`src/hw/rtl/room_heat_balance_step_unit_defines.svh`:
```
// Assertion macros for the room heat balance step unit.
// Included by the top level; the macros expect clk and rst_n in scope.
`ifndef ROOM_HEAT_BALANCE_STEP_UNIT_DEFINES_SVH
`define ROOM_HEAT_BALANCE_STEP_UNIT_DEFINES_SVH

`ifndef SYNTH

// Same-cycle implication, checked on every clock edge outside reset
`define RHBS_ASSERT_IMPLIES(lbl, ante, cons) \
    lbl: assert property (@(posedge clk) disable iff (!rst_n) (ante) |-> (cons)) \
        else $error("rhbs: same-cycle property violated");

// Next-cycle implication
`define RHBS_ASSERT_NEXT(lbl, ante, cons) \
    lbl: assert property (@(posedge clk) disable iff (!rst_n) (ante) |=> (cons)) \
        else $error("rhbs: next-cycle property violated");

`else

`define RHBS_ASSERT_IMPLIES(lbl, ante, cons)
`define RHBS_ASSERT_NEXT(lbl, ante, cons)

`endif

`endif

```
`src/hw/rtl/rhbs_pkg.sv`:
```
// Shared constants, types and sequencer states of the room heat balance step unit.
// No dependencies; imported by every module of the block.
package rhbs_pkg;

    // Field widths
    localparam int DRIVE_W = 8;
    localparam int PCT_W   = 7;
    localparam int CFG_W   = 15;
    localparam int TEMP_W  = 16;
    localparam int OUT_W   = 40;
    localparam int ADDR_W  = 1;

    // Temperature in Kelvin as Q12.32 for the arithmetic
    localparam int XW = 44;
    localparam int FRAC_BITS_DEF = 24;

    // Register indexes of the configuration port
    localparam logic [ADDR_W-1:0] REG_OUTSIDE_TEMP = 1'd0;
    localparam logic [ADDR_W-1:0] REG_SETPOINT     = 1'd1;
    localparam logic [CFG_W-1:0]  CFG_RESET        = 15'd2560;

    // Model constants (fixed point)
    localparam logic [63:0] KELVIN_Q32 = 64'd1173170316902;  // 273.15 K
    localparam logic [63:0] RESET_Q32  = 64'd1216119989862;  // 283.15 K
    localparam logic [63:0] CH_Q32     = 64'd5875878;        // heater gain per percent
    localparam logic [63:0] C1_Q32     = 64'd1410211;        // conduction coefficient
    localparam logic [63:0] CR_Q80     = 64'd64711840400000; // radiation coefficient
    localparam logic [XW-1:0] X_MAX    = '1;

    // Sequencer states of the core
    typedef enum logic [3:0] {
        CORE_IDLE,
        CORE_HEAT,
        CORE_SQ_X,
        CORE_QUAD_X,
        CORE_SQ_O,
        CORE_QUAD_O,
        CORE_RAD,
        CORE_COND,
        CORE_SUM,
        CORE_SAT,
        CORE_REPORT,
        CORE_DONE
    } core_state_t;

    // Status the core reports to the stream wrapper
    typedef struct packed {
        logic busy;
        logic result_valid;
    } core_status_t;

endpackage

```
`src/hw/rtl/room_heat_balance_step_unit.sv`:
```
// Top level of the room heat balance step unit: stream ports, configuration
// registers and output register. Uses rhbs_pkg, rhbs_core and the assertion macros.
`include "room_heat_balance_step_unit_defines.svh"

// Each input item is one simulation tick with a heater drive percentage. The
// unit clamps it to 0..100, advances the room temperature (Kelvin, Q12.FRAC_BITS)
// by one Euler step of a lumped heat balance with heater, wall conduction and
// radiation, and returns the new temperature in 1/256 degree Celsius together
// with the applied percentage and the setpoint. From acceptance to result, seven
// wide products of an item go through one shared 32x32 multiplier, four partial
// products each, and s_tready stays low meanwhile. A finished result waits in
// the output register, so the next item is accepted while it is still pending.
// Registers: index 0 is the outside temperature, index 1 the setpoint, both 1/256
// degree Celsius, reset to 10 degrees; write them only while the unit is idle.
module room_heat_balance_step_unit #(
    parameter int FRAC_BITS = rhbs_pkg::FRAC_BITS_DEF
) (
    input  logic                         clk,
    input  logic                         rst_n,
    // Input stream
    input  logic                         s_tvalid,
    output logic                         s_tready,
    input  logic [rhbs_pkg::DRIVE_W-1:0] s_tdata,   // [7:0] drive_percent
    // Output stream
    output logic                         m_tvalid,
    input  logic                         m_tready,
    output logic [rhbs_pkg::OUT_W-1:0]   m_tdata,   // [15:0] room_temp_c,
                                                    // [22:16] applied_percent,
                                                    // [37:23] setpoint_echo
    // Configuration writes
    input  logic                         cfg_we,
    input  logic [rhbs_pkg::ADDR_W-1:0]  cfg_addr,
    input  logic [rhbs_pkg::CFG_W-1:0]   cfg_wdata
);
    import rhbs_pkg::*;

    logic [CFG_W-1:0]  outside_reg;
    logic [CFG_W-1:0]  setpoint_reg;
    logic [PCT_W-1:0]  applied_reg;
    logic              out_valid_reg;
    logic [TEMP_W-1:0] out_temp_reg;
    logic [PCT_W-1:0]  out_pct_reg;
    logic [CFG_W-1:0]  out_setpoint_reg;

    logic              in_accept;
    logic [PCT_W-1:0]  pct_clamped;
    logic              result_take;
    logic [TEMP_W-1:0] core_temp_c;
    core_status_t      core_status;

    // Accept a tick only while the core is idle
    assign s_tready  = !core_status.busy;
    assign in_accept = s_tvalid && s_tready;

    // Clamp the requested drive to 0..100
    always_comb
    begin
        if (s_tdata[DRIVE_W-1])
        begin
            pct_clamped = '0;
        end
        else if (s_tdata > 8'd100)
        begin
            pct_clamped = 7'd100;
        end
        else
        begin
            pct_clamped = s_tdata[PCT_W-1:0];
        end
    end

    // Configuration registers
    always_ff @(posedge clk or negedge rst_n)
    begin
        if (!rst_n)
        begin
            outside_reg  <= CFG_RESET;
            setpoint_reg <= CFG_RESET;
        end
        else if (cfg_we)
        begin
            unique case (cfg_addr)
                REG_OUTSIDE_TEMP: outside_reg  <= cfg_wdata;
                REG_SETPOINT:     setpoint_reg <= cfg_wdata;
                default:
                begin
                end
            endcase
        end
    end

    rhbs_core #(
        .FRAC_BITS (FRAC_BITS)
    ) u_core (
        .clk         (clk),
        .rst_n       (rst_n),
        .start       (in_accept),
        .pct         (pct_clamped),
        .outside_c   (outside_reg),
        .result_take (result_take),
        .status      (core_status),
        .room_temp_c (core_temp_c)
    );

    // Move a finished result into the output register when it is free
    assign result_take = core_status.result_valid && (!out_valid_reg || m_tready);

    always_ff @(posedge clk or negedge rst_n)
    begin
        if (!rst_n)
        begin
            out_valid_reg <= 1'b0;
        end
        else if (result_take)
        begin
            out_valid_reg <= 1'b1;
        end
        else if (m_tready)
        begin
            out_valid_reg <= 1'b0;
        end
    end

    // Hold the applied percentage and the result payload
    always_ff @(posedge clk)
    begin
        if (in_accept)
        begin
            applied_reg <= pct_clamped;
        end
        if (result_take)
        begin
            out_temp_reg     <= core_temp_c;
            out_pct_reg      <= applied_reg;
            out_setpoint_reg <= setpoint_reg;
        end
    end

    assign m_tvalid = out_valid_reg;
    assign m_tdata  = {2'b00, out_setpoint_reg, out_pct_reg, out_temp_reg};

    // An accepted tick starts the core
    `RHBS_ASSERT_NEXT(a_accept_starts_core, s_tvalid && s_tready, core_status.busy)
    // A finished result is held while the output register is blocked
    `RHBS_ASSERT_NEXT(a_result_held, core_status.result_valid && m_tvalid && !m_tready, core_status.result_valid)
    // The applied percentage never exceeds full power
    `RHBS_ASSERT_IMPLIES(a_pct_in_range, m_tvalid, m_tdata[22:16] <= 7'd100)

endmodule

```
`src/hw/rtl/rhbs_mul_unit.sv`:
```
// Shared 64x64 -> 128 bit multiplier built from one 32x32 multiplier.
// Four partial products, one per cycle, accumulated into a 128 bit sum; uses rhbs_pkg.
module rhbs_mul_unit (
    input  logic         clk,
    input  logic         rst_n,
    input  logic         start,
    input  logic [63:0]  a,
    input  logic [63:0]  b,
    output logic         done,
    output logic [127:0] prod
);
    import rhbs_pkg::*;

    logic         busy_reg;
    logic         done_reg;
    logic         ppv_reg;
    logic [2:0]   cnt_reg;
    logic [63:0]  a_reg;
    logic [63:0]  b_reg;
    logic [63:0]  pp_reg;
    logic [1:0]   sh_reg;
    logic [127:0] acc_reg;

    logic [31:0]  a_dig;
    logic [31:0]  b_dig;
    logic [127:0] pp_shifted;

    // Pick the operand digits for the current partial product
    assign a_dig = cnt_reg[0] ? a_reg[63:32] : a_reg[31:0];
    assign b_dig = cnt_reg[1] ? b_reg[63:32] : b_reg[31:0];

    // Align the registered partial product to its digit weight
    always_comb
    begin
        case (sh_reg)
            2'd0:    pp_shifted = {64'd0, pp_reg};
            2'd1:    pp_shifted = {32'd0, pp_reg, 32'd0};
            2'd2:    pp_shifted = {pp_reg, 64'd0};
            default: pp_shifted = '0;
        endcase
    end

    // Control: count partial products and flag completion
    always_ff @(posedge clk or negedge rst_n)
    begin
        if (!rst_n)
        begin
            busy_reg <= 1'b0;
            done_reg <= 1'b0;
            ppv_reg  <= 1'b0;
            cnt_reg  <= '0;
        end
        else
        begin
            done_reg <= 1'b0;
            if (start)
            begin
                busy_reg <= 1'b1;
                ppv_reg  <= 1'b0;
                cnt_reg  <= '0;
            end
            else if (busy_reg)
            begin
                ppv_reg <= (cnt_reg != 3'd4);
                cnt_reg <= cnt_reg + 3'd1;
                if (cnt_reg == 3'd4)
                begin
                    busy_reg <= 1'b0;
                    done_reg <= 1'b1;
                end
            end
        end
    end

    // Datapath: operand capture, one multiply and one accumulate per cycle
    always_ff @(posedge clk)
    begin
        if (start)
        begin
            a_reg   <= a;
            b_reg   <= b;
            acc_reg <= '0;
        end
        else if (busy_reg)
        begin
            if (cnt_reg != 3'd4)
            begin
                pp_reg <= a_dig * b_dig;
                sh_reg <= {1'b0, cnt_reg[0]} + {1'b0, cnt_reg[1]};
            end
            if (ppv_reg)
            begin
                acc_reg <= acc_reg + pp_shifted;
            end
        end
    end

    assign done = done_reg;
    assign prod = acc_reg;

endmodule

```
`src/hw/rtl/rhbs_core.sv`:
```
// Sequencer and datapath for one Euler step of the room temperature.
// Drives the shared multiplier rhbs_mul_unit; uses rhbs_pkg.
module rhbs_core #(
    parameter int FRAC_BITS = rhbs_pkg::FRAC_BITS_DEF
) (
    input  logic                          clk,
    input  logic                          rst_n,
    input  logic                          start,
    input  logic [rhbs_pkg::PCT_W-1:0]    pct,
    input  logic [rhbs_pkg::CFG_W-1:0]    outside_c,
    input  logic                          result_take,
    output rhbs_pkg::core_status_t        status,
    output logic [rhbs_pkg::TEMP_W-1:0]   room_temp_c
);
    import rhbs_pkg::*;

    localparam int SW    = 12 + FRAC_BITS;
    localparam int SHIFT = 32 - FRAC_BITS;
    localparam logic [SW-1:0] STATE_RESET = SW'(RESET_Q32 >> SHIFT);

    core_state_t fsm_reg;
    core_state_t fsm_next;

    logic [SW-1:0]     temp_k_reg;
    logic [PCT_W-1:0]  pct_reg;
    logic [40:0]       to_reg;
    logic [43:0]       mag_reg;
    logic              cond_neg_reg;
    logic [29:0]       heat_reg;
    logic [55:0]       t2_reg;
    logic [63:0]       t4x_reg;
    logic [63:0]       dr_reg;
    logic              rad_neg_reg;
    logic [46:0]       rad_reg;
    logic [33:0]       cond_reg;
    logic [49:0]       sum_reg;
    logic [TEMP_W-1:0] temp_c_reg;
    logic              mul_wait_reg;

    logic              mul_start;
    logic              mul_done;
    logic [63:0]       mul_a;
    logic [63:0]       mul_b;
    logic [127:0]      mul_prod;
    logic              in_mul_state;

    logic [XW-1:0]     x;
    logic [41:0]       to_s;
    logic [45:0]       diff;
    logic [63:0]       t4o;
    logic [49:0]       cond_term;
    logic [49:0]       rad_term;
    logic [49:0]       nx;
    logic [XW-1:0]     nx_sat;
    logic [45:0]       d_c;
    logic [21:0]       q_c;

    // Current temperature as Q12.32 Kelvin
    assign x = XW'(temp_k_reg) << SHIFT;

    // Outside temperature in Q12.32 Kelvin, always positive
    assign to_s = {{3{outside_c[CFG_W-1]}}, outside_c, 24'd0} + 42'(KELVIN_Q32);
    assign diff = {2'b00, x} - {5'd0, to_reg};

    assign t4o = mul_prod[111:48];

    // Signed terms of the heat balance
    assign cond_term = cond_neg_reg ? {16'd0, cond_reg} : (50'd0 - {16'd0, cond_reg});
    assign rad_term  = rad_neg_reg ? {3'd0, rad_reg} : (50'd0 - {3'd0, rad_reg});
    assign nx        = sum_reg + rad_term;

    // Clamp the new temperature to the Kelvin range
    always_comb
    begin
        if (nx[49])
        begin
            nx_sat = '0;
        end
        else if (nx[48:44] != 5'd0)
        begin
            nx_sat = X_MAX;
        end
        else
        begin
            nx_sat = nx[43:0];
        end
    end

    // Celsius report: floor of the offset from 273.15 K, 1/256 degree
    assign d_c = {2'b00, x} - 46'(KELVIN_Q32);
    assign q_c = d_c[45:24];

    rhbs_mul_unit u_mul (
        .clk   (clk),
        .rst_n (rst_n),
        .start (mul_start),
        .a     (mul_a),
        .b     (mul_b),
        .done  (mul_done),
        .prod  (mul_prod)
    );

    // Next state
    always_comb
    begin
        fsm_next = fsm_reg;
        unique case (fsm_reg)
            CORE_IDLE:   if (start) fsm_next = CORE_HEAT;
            CORE_HEAT:   if (mul_done) fsm_next = CORE_SQ_X;
            CORE_SQ_X:   if (mul_done) fsm_next = CORE_QUAD_X;
            CORE_QUAD_X: if (mul_done) fsm_next = CORE_SQ_O;
            CORE_SQ_O:   if (mul_done) fsm_next = CORE_QUAD_O;
            CORE_QUAD_O: if (mul_done) fsm_next = CORE_RAD;
            CORE_RAD:    if (mul_done) fsm_next = CORE_COND;
            CORE_COND:   if (mul_done) fsm_next = CORE_SUM;
            CORE_SUM:    fsm_next = CORE_SAT;
            CORE_SAT:    fsm_next = CORE_REPORT;
            CORE_REPORT: fsm_next = CORE_DONE;
            CORE_DONE:   if (result_take) fsm_next = CORE_IDLE;
            default:     fsm_next = CORE_IDLE;
        endcase
    end

    // Outputs: multiplier operands, start strobe and status
    always_comb
    begin
        in_mul_state = 1'b1;
        mul_a        = '0;
        mul_b        = '0;
        unique case (fsm_reg)
            CORE_HEAT:
            begin
                mul_a = 64'(pct_reg);
                mul_b = CH_Q32;
            end
            CORE_SQ_X:
            begin
                mul_a = 64'(x);
                mul_b = 64'(x);
            end
            CORE_QUAD_X, CORE_QUAD_O:
            begin
                mul_a = 64'(t2_reg);
                mul_b = 64'(t2_reg);
            end
            CORE_SQ_O:
            begin
                mul_a = 64'(to_reg);
                mul_b = 64'(to_reg);
            end
            CORE_RAD:
            begin
                mul_a = dr_reg;
                mul_b = CR_Q80;
            end
            CORE_COND:
            begin
                mul_a = 64'(mag_reg);
                mul_b = C1_Q32;
            end
            default:
            begin
                in_mul_state = 1'b0;
            end
        endcase
        mul_start           = in_mul_state && !mul_wait_reg;
        status.busy         = (fsm_reg != CORE_IDLE);
        status.result_valid = (fsm_reg == CORE_DONE);
    end

    // State register, multiplier handshake and Kelvin state
    always_ff @(posedge clk or negedge rst_n)
    begin
        if (!rst_n)
        begin
            fsm_reg      <= CORE_IDLE;
            mul_wait_reg <= 1'b0;
            temp_k_reg   <= STATE_RESET;
        end
        else
        begin
            fsm_reg <= fsm_next;
            if (mul_start)
            begin
                mul_wait_reg <= 1'b1;
            end
            else if (mul_done)
            begin
                mul_wait_reg <= 1'b0;
            end
            if (fsm_reg == CORE_SAT)
            begin
                temp_k_reg <= SW'(nx_sat >> SHIFT);
            end
        end
    end

    // Working registers of the step
    always_ff @(posedge clk)
    begin
        case (fsm_reg)
            CORE_IDLE:
            begin
                if (start)
                begin
                    pct_reg <= pct;
                    to_reg  <= to_s[40:0];
                end
            end
            CORE_HEAT:
            begin
                // Conduction difference uses the outside value latched on start
                cond_neg_reg <= diff[45];
                mag_reg      <= diff[45] ? 44'(46'd0 - diff) : diff[43:0];
                if (mul_done)
                begin
                    heat_reg <= mul_prod[29:0];
                end
            end
            CORE_SQ_X, CORE_SQ_O:
            begin
                if (mul_done)
                begin
                    t2_reg <= mul_prod[87:32];
                end
            end
            CORE_QUAD_X:
            begin
                if (mul_done)
                begin
                    t4x_reg <= mul_prod[111:48];
                end
            end
            CORE_QUAD_O:
            begin
                if (mul_done)
                begin
                    rad_neg_reg <= (t4x_reg < t4o);
                    dr_reg      <= (t4x_reg < t4o) ? (t4o - t4x_reg) : (t4x_reg - t4o);
                end
            end
            CORE_RAD:
            begin
                if (mul_done)
                begin
                    rad_reg <= mul_prod[110:64];
                end
            end
            CORE_COND:
            begin
                if (mul_done)
                begin
                    cond_reg <= mul_prod[65:32];
                end
            end
            CORE_SUM:
            begin
                sum_reg <= {6'd0, x} + {20'd0, heat_reg} + cond_term;
            end
            CORE_REPORT:
            begin
                // Saturate the Celsius value to 16 bits
                if (!q_c[21] && (q_c[20:15] != 6'd0))
                begin
                    temp_c_reg <= 16'h7FFF;
                end
                else if (q_c[21] && (q_c[20:15] != 6'h3F))
                begin
                    temp_c_reg <= 16'h8000;
                end
                else
                begin
                    temp_c_reg <= q_c[15:0];
                end
            end
            default:
            begin
            end
        endcase
    end

    assign room_temp_c = temp_c_reg;

endmodule
```
`config.mk`:
```
export PLATFORM = sky130hd
export DESIGN_NAME = room_heat_balance_step_unit
export DESIGN_NICKNAME = d
export VERILOG_FILES = /design/src/hw/rtl/rhbs_pkg.sv /design/src/hw/rtl/room_heat_balance_step_unit.sv /design/src/hw/rtl/rhbs_mul_unit.sv /design/src/hw/rtl/rhbs_core.sv
export VERILOG_INCLUDE_DIRS = /design/src /design/src/hw/rtl
export SDC_FILE = /design/constraint.sdc
export NUM_CORES = 2
export LEC_CHECK = 0
export BUFFER_PORTS_ARGS = -buffer_cell sky130_fd_sc_hd__buf_4
export CAP_MARGIN = 25
export CELL_PAD_IN_SITES_DETAIL_PLACEMENT = 1
export CELL_PAD_IN_SITES_GLOBAL_PLACEMENT = 1
export CORE_UTILIZATION = 52
export DETAILED_ROUTE_END_ITERATION = 8
export GPL_TIMING_DRIVEN = 0
export PLACE_DENSITY_LB_ADDON = 0.1
export SLEW_MARGIN = 40
export SYNTH_ARGS = -nofsm -noshare
export SYNTH_HDL_FRONTEND = slang
export SYNTH_SLANG_ARGS = --single-unit
```
`constraint.sdc`:
```
create_clock -name clk -period 10.7 [get_ports clk]
set_input_delay 1.07 -clock clk [delete_from_list [all_inputs] [get_ports clk]]
set_output_delay 1.07 -clock clk [all_outputs]
set_load 0.005 [all_outputs]
```
==> run summary <==
RUN STATUS
-----------------------------------------------------------------------------------------
Run status                                                                   finished clean

FINISH
-----------------------------------------------------------------------------------------
Non-Filler Instances                                                               11,856
Area added between synthesis and finish                                             9.88%
Most used cells in the layout excluding fill and tap cells                   inv_1 (1,151), nor2_1 (1,027), nand2_1 (970)
Most frequent standard cell in the layout excluding fill and tap cells              inv_1
Fraction of final layout cells with drive strength greater than 1                   7.26%
Layout net count                                                                   11,140
Flip-flop count of the largest register after layout                                  112
Fill cell count                                                                    18,855

CLOCK NETWORK
-----------------------------------------------------------------------------------------
Clock buffers created by TritonCTS                                                     93
H-tree levels                                                                           3
Root buffer selected by CTS                                                     clkbuf_16
Clock sinks                                                                           840
Clock network latency to the later pin of the worst-skew pair                      770 ps
Maximum number of buffers from clock root to sink                                       3
Number of hold buffers added after cts                                                  0
CTS clock-pin slew for the worst setup and hold paths                               60 ps
CTS tree                                                                             done

SETUP PATH
-----------------------------------------------------------------------------------------
FF-to-FF End                                                                 u_core.u_mul.pp_reg[61]$_DFFE_PP_
Slowest-stage cell, CP                                                            mux2i_2
Reg-to-reg setup timing slack                                                      220 ps
Worst reg2reg path depth                                                               29
Kind of end point of the critical path                                               flop
Critical path startpoint category                                                    flop
Arrival time at the worst endpoint                                              10,970 ps
Worst-path fanout max                                                                  10
Required @ worst endpoint                                                       11,190 ps
R2R Path Start                                                               u_core.u_mul.cnt_reg[1]$_DFFE_PN0P_
Crit path top cell by count                                                          fa_1
Critical Setup Path Class                                                      reg -> reg
Worst path max stage delay                                                         640 ps

TIMING
-----------------------------------------------------------------------------------------
Share of the clock period used by the worst path                                    97.9%
Final hold violation count                                                              0
Worst slew pin tran                                                               1010 ps
Shortest period the worst path allows                                           10,480 ps
Setup-failing EPs final                                                                 0
Relative max-transition margin                                                      32.8%
Number of max-slew violations in the final report                                       0
Setup clock skew after layout                                                      110 ps
Maximum achievable frequency                                                   0.0955 GHz

FLOW RUN
-----------------------------------------------------------------------------------------
# Max-Cap Violations                                                                    0

GLOBAL ROUTE
-----------------------------------------------------------------------------------------
Grt met3 use                                                                        15.1%
Antenna violations before repair                                                       34
Met1 Track Usage GR                                                                 59.9%
Pin count of the biggest net entering global routing                                   48
Total track usage                                                                   46.5%
Global-route wire length before repair                                             558 mm
Via count of the first global-routing pass                                         79,326
GRT overflow                                                                            0
GR Layer Usage met2                                                                 67.8%
Global routing's busiest layer                                                       met2

PLACE
-----------------------------------------------------------------------------------------
Routability congestion estimate                                                      1.11
Buffers on Ports                                                                       68
Total placed cells including tap cells                                             11,648
Sum of net half-perimeters after detailed placement                                324 mm

DIE
-----------------------------------------------------------------------------------------
Placeable core area                                                          165,000 um^2
Number of standard-cell rows in the floorplan                                         149
Die area                                                                     167,000 um^2
Vertical die dimension                                                             409 um
Top-level port count                                                                   71
Horizontal die dimension                                                           409 um
Starting utilization of the core area                                               52.3%

LOGIC SYNTHESIS
-----------------------------------------------------------------------------------------
Count of flip-flops with a built-in enable after synthesis                            650
Proportion of register bits with asynchronous set or reset after synthesis          9.29%
Count of distinct cell types in the synthesized netlist                                93
Synth Area per Inst                                                             9.25 um^2
Primary FF master, synth                                                         edfxtp_1
Gate count after technology mapping                                                 9,328
Yosys warns                                                                             0
FF+latch count, synth                                                                 840
Sequential fraction of the synthesis area                                           27.5%
Total standard cell area after synthesis                                      86,200 um^2

ROUTE
-----------------------------------------------------------------------------------------
Number of optimization iterations in the first detailed-route pass                      8
Via density                                                                          6.46
DRC Markers                                                                             0
Final routed wire length divided by cell count                                    33.1 um
Detailed Route Iter0 Violations                                                     9,387
Post-route antenna net violation count                                                  0
Total number of vias                                                               76,555
Sum of routed wire length over all layers                                          393 mm

HOLD PATH
-----------------------------------------------------------------------------------------
Path category of the worst min-delay check                                    in -> async

## repair_timing
action | in CTS | in global routing
pin swaps | 0 | 0
setup buffers | 3 | 15
endpoints found under the setup margin | 13 | 8
hold endpoints to repair | 0 | 0
gates resized for setup | 78 | 41
## critical path: cells and delay by family, from the launching register on
kind	cells	cell delay, ps
adders and majority gates	9	4730
buffers and inverters	8	1850
and+or+nand+nor	6	1500
AOI/OAI and AO/OA	5	1160
muxes	1	640
DFF	1	370
## routing by layer
layer / vias up / part of all wire (%) / wire length (um)
li1: 31797 / - / -
met1: 38879 / 38 / 148000
met2: 4661 / 42 / 166000
met3: 1204 / 13 / 50300
met4: 14 / 7.4 / 29100
met5: - / 0.029 / 115
## kinds of logic after synthesis
group | count (synthesis) | synth area share [%]
buffers and inverters | 1597 | 6.99
adder cells (fa/ha/maj) | 1542 | 30.2
other | 1 | 0.00435
multiplexers | 189 | 2.32
AND/OR/NAND/NOR | 2678 | 13.4
AO/OA/AOI/OAI | 1978 | 14.4
XOR/XNOR | 503 | 5.11
flip-flops | 840 | 27.5
## final cells by class
type,count,area (um^2),area share (%)
buffer,438,1920,2.02
antenna,17,42.5,0.0449
timing repair buffer,151,1450,1.53
multi-input combinational,6892,57300,60.4
clock inverter,59,728,0.768
sequential,840,23700,25.1
clock buffer,116,2530,2.67
inverter,1154,4340,4.57
tap,2189,2740,2.89
## stage by stage
step	hold slack [ps]	instance area [um^2]	setup TNS, ps	setup WS [ps]	utilization [%]
floorplan	400	86200	0	1180	-
global placement	406	89500	-406590	-5730	54.3
detailed placement	405	90800	-6570	-1010	55.1
CTS	175	94400	0	13.2	57.3
global route	204	94700	-55.3	-55.3	57.5
finish	197	94800	0	224	57.5
## synthesized netlist by cell type (98+ instances only)
cell      number  share of area, %
inv_1       1151               5.0
nor2_1      1033               4.5
nand2_1      973               4.2
fa_1         901                21
a21oi_1      697               4.0
edfxtp_1     650                23
ha_1         640               9.3
clkbuf_1     399               1.7
o21ai_0      387               2.2
xnor2_1      303               3.1
a21o_1       246               2.1
xor2_1       200               2.0
dfxtp_1      112               2.6
o21bai_1     110              0.96
nand3_1      105              0.61
mux2i_1      104               1.2
nand4_1      102              0.74
and2_1        99              0.72
nor3_1        98              0.57
## worst max path at each step
stage / end / slack, ps / cells after the start / startpoint
global route: u_core.u_mul.pp_reg[61]$_DFFE_PP_ / -60 / 30 / u_core.u_mul.cnt_reg[1]$_DFFE_PN0P_
floorplan: u_core.u_mul.pp_reg[0]$_DFFE_PP_ / 1180 / 8 / u_core.fsm_reg[1]$_DFFE_PN0P_
finish: u_core.u_mul.pp_reg[61]$_DFFE_PP_ / 220 / 29 / u_core.u_mul.cnt_reg[1]$_DFFE_PN0P_
global placement: u_core.u_mul.pp_reg[62]$_DFFE_PP_ / -5730 / 8 / u_core.fsm_reg[1]$_DFFE_PN0P_
CTS: u_core.u_mul.pp_reg[62]$_DFFE_PP_ / 10 / 30 / u_core.u_mul.cnt_reg[1]$_DFFE_PN0P_
detailed placement: u_core.u_mul.pp_reg[62]$_DFFE_PP_ / -1010 / 30 / u_core.u_mul.cnt_reg[0]$_DFFE_PN0P_
Power is left out: the tool's default activity adds up to more than one toggle a clock period on the data nets, which glitch-free logic cannot reach.
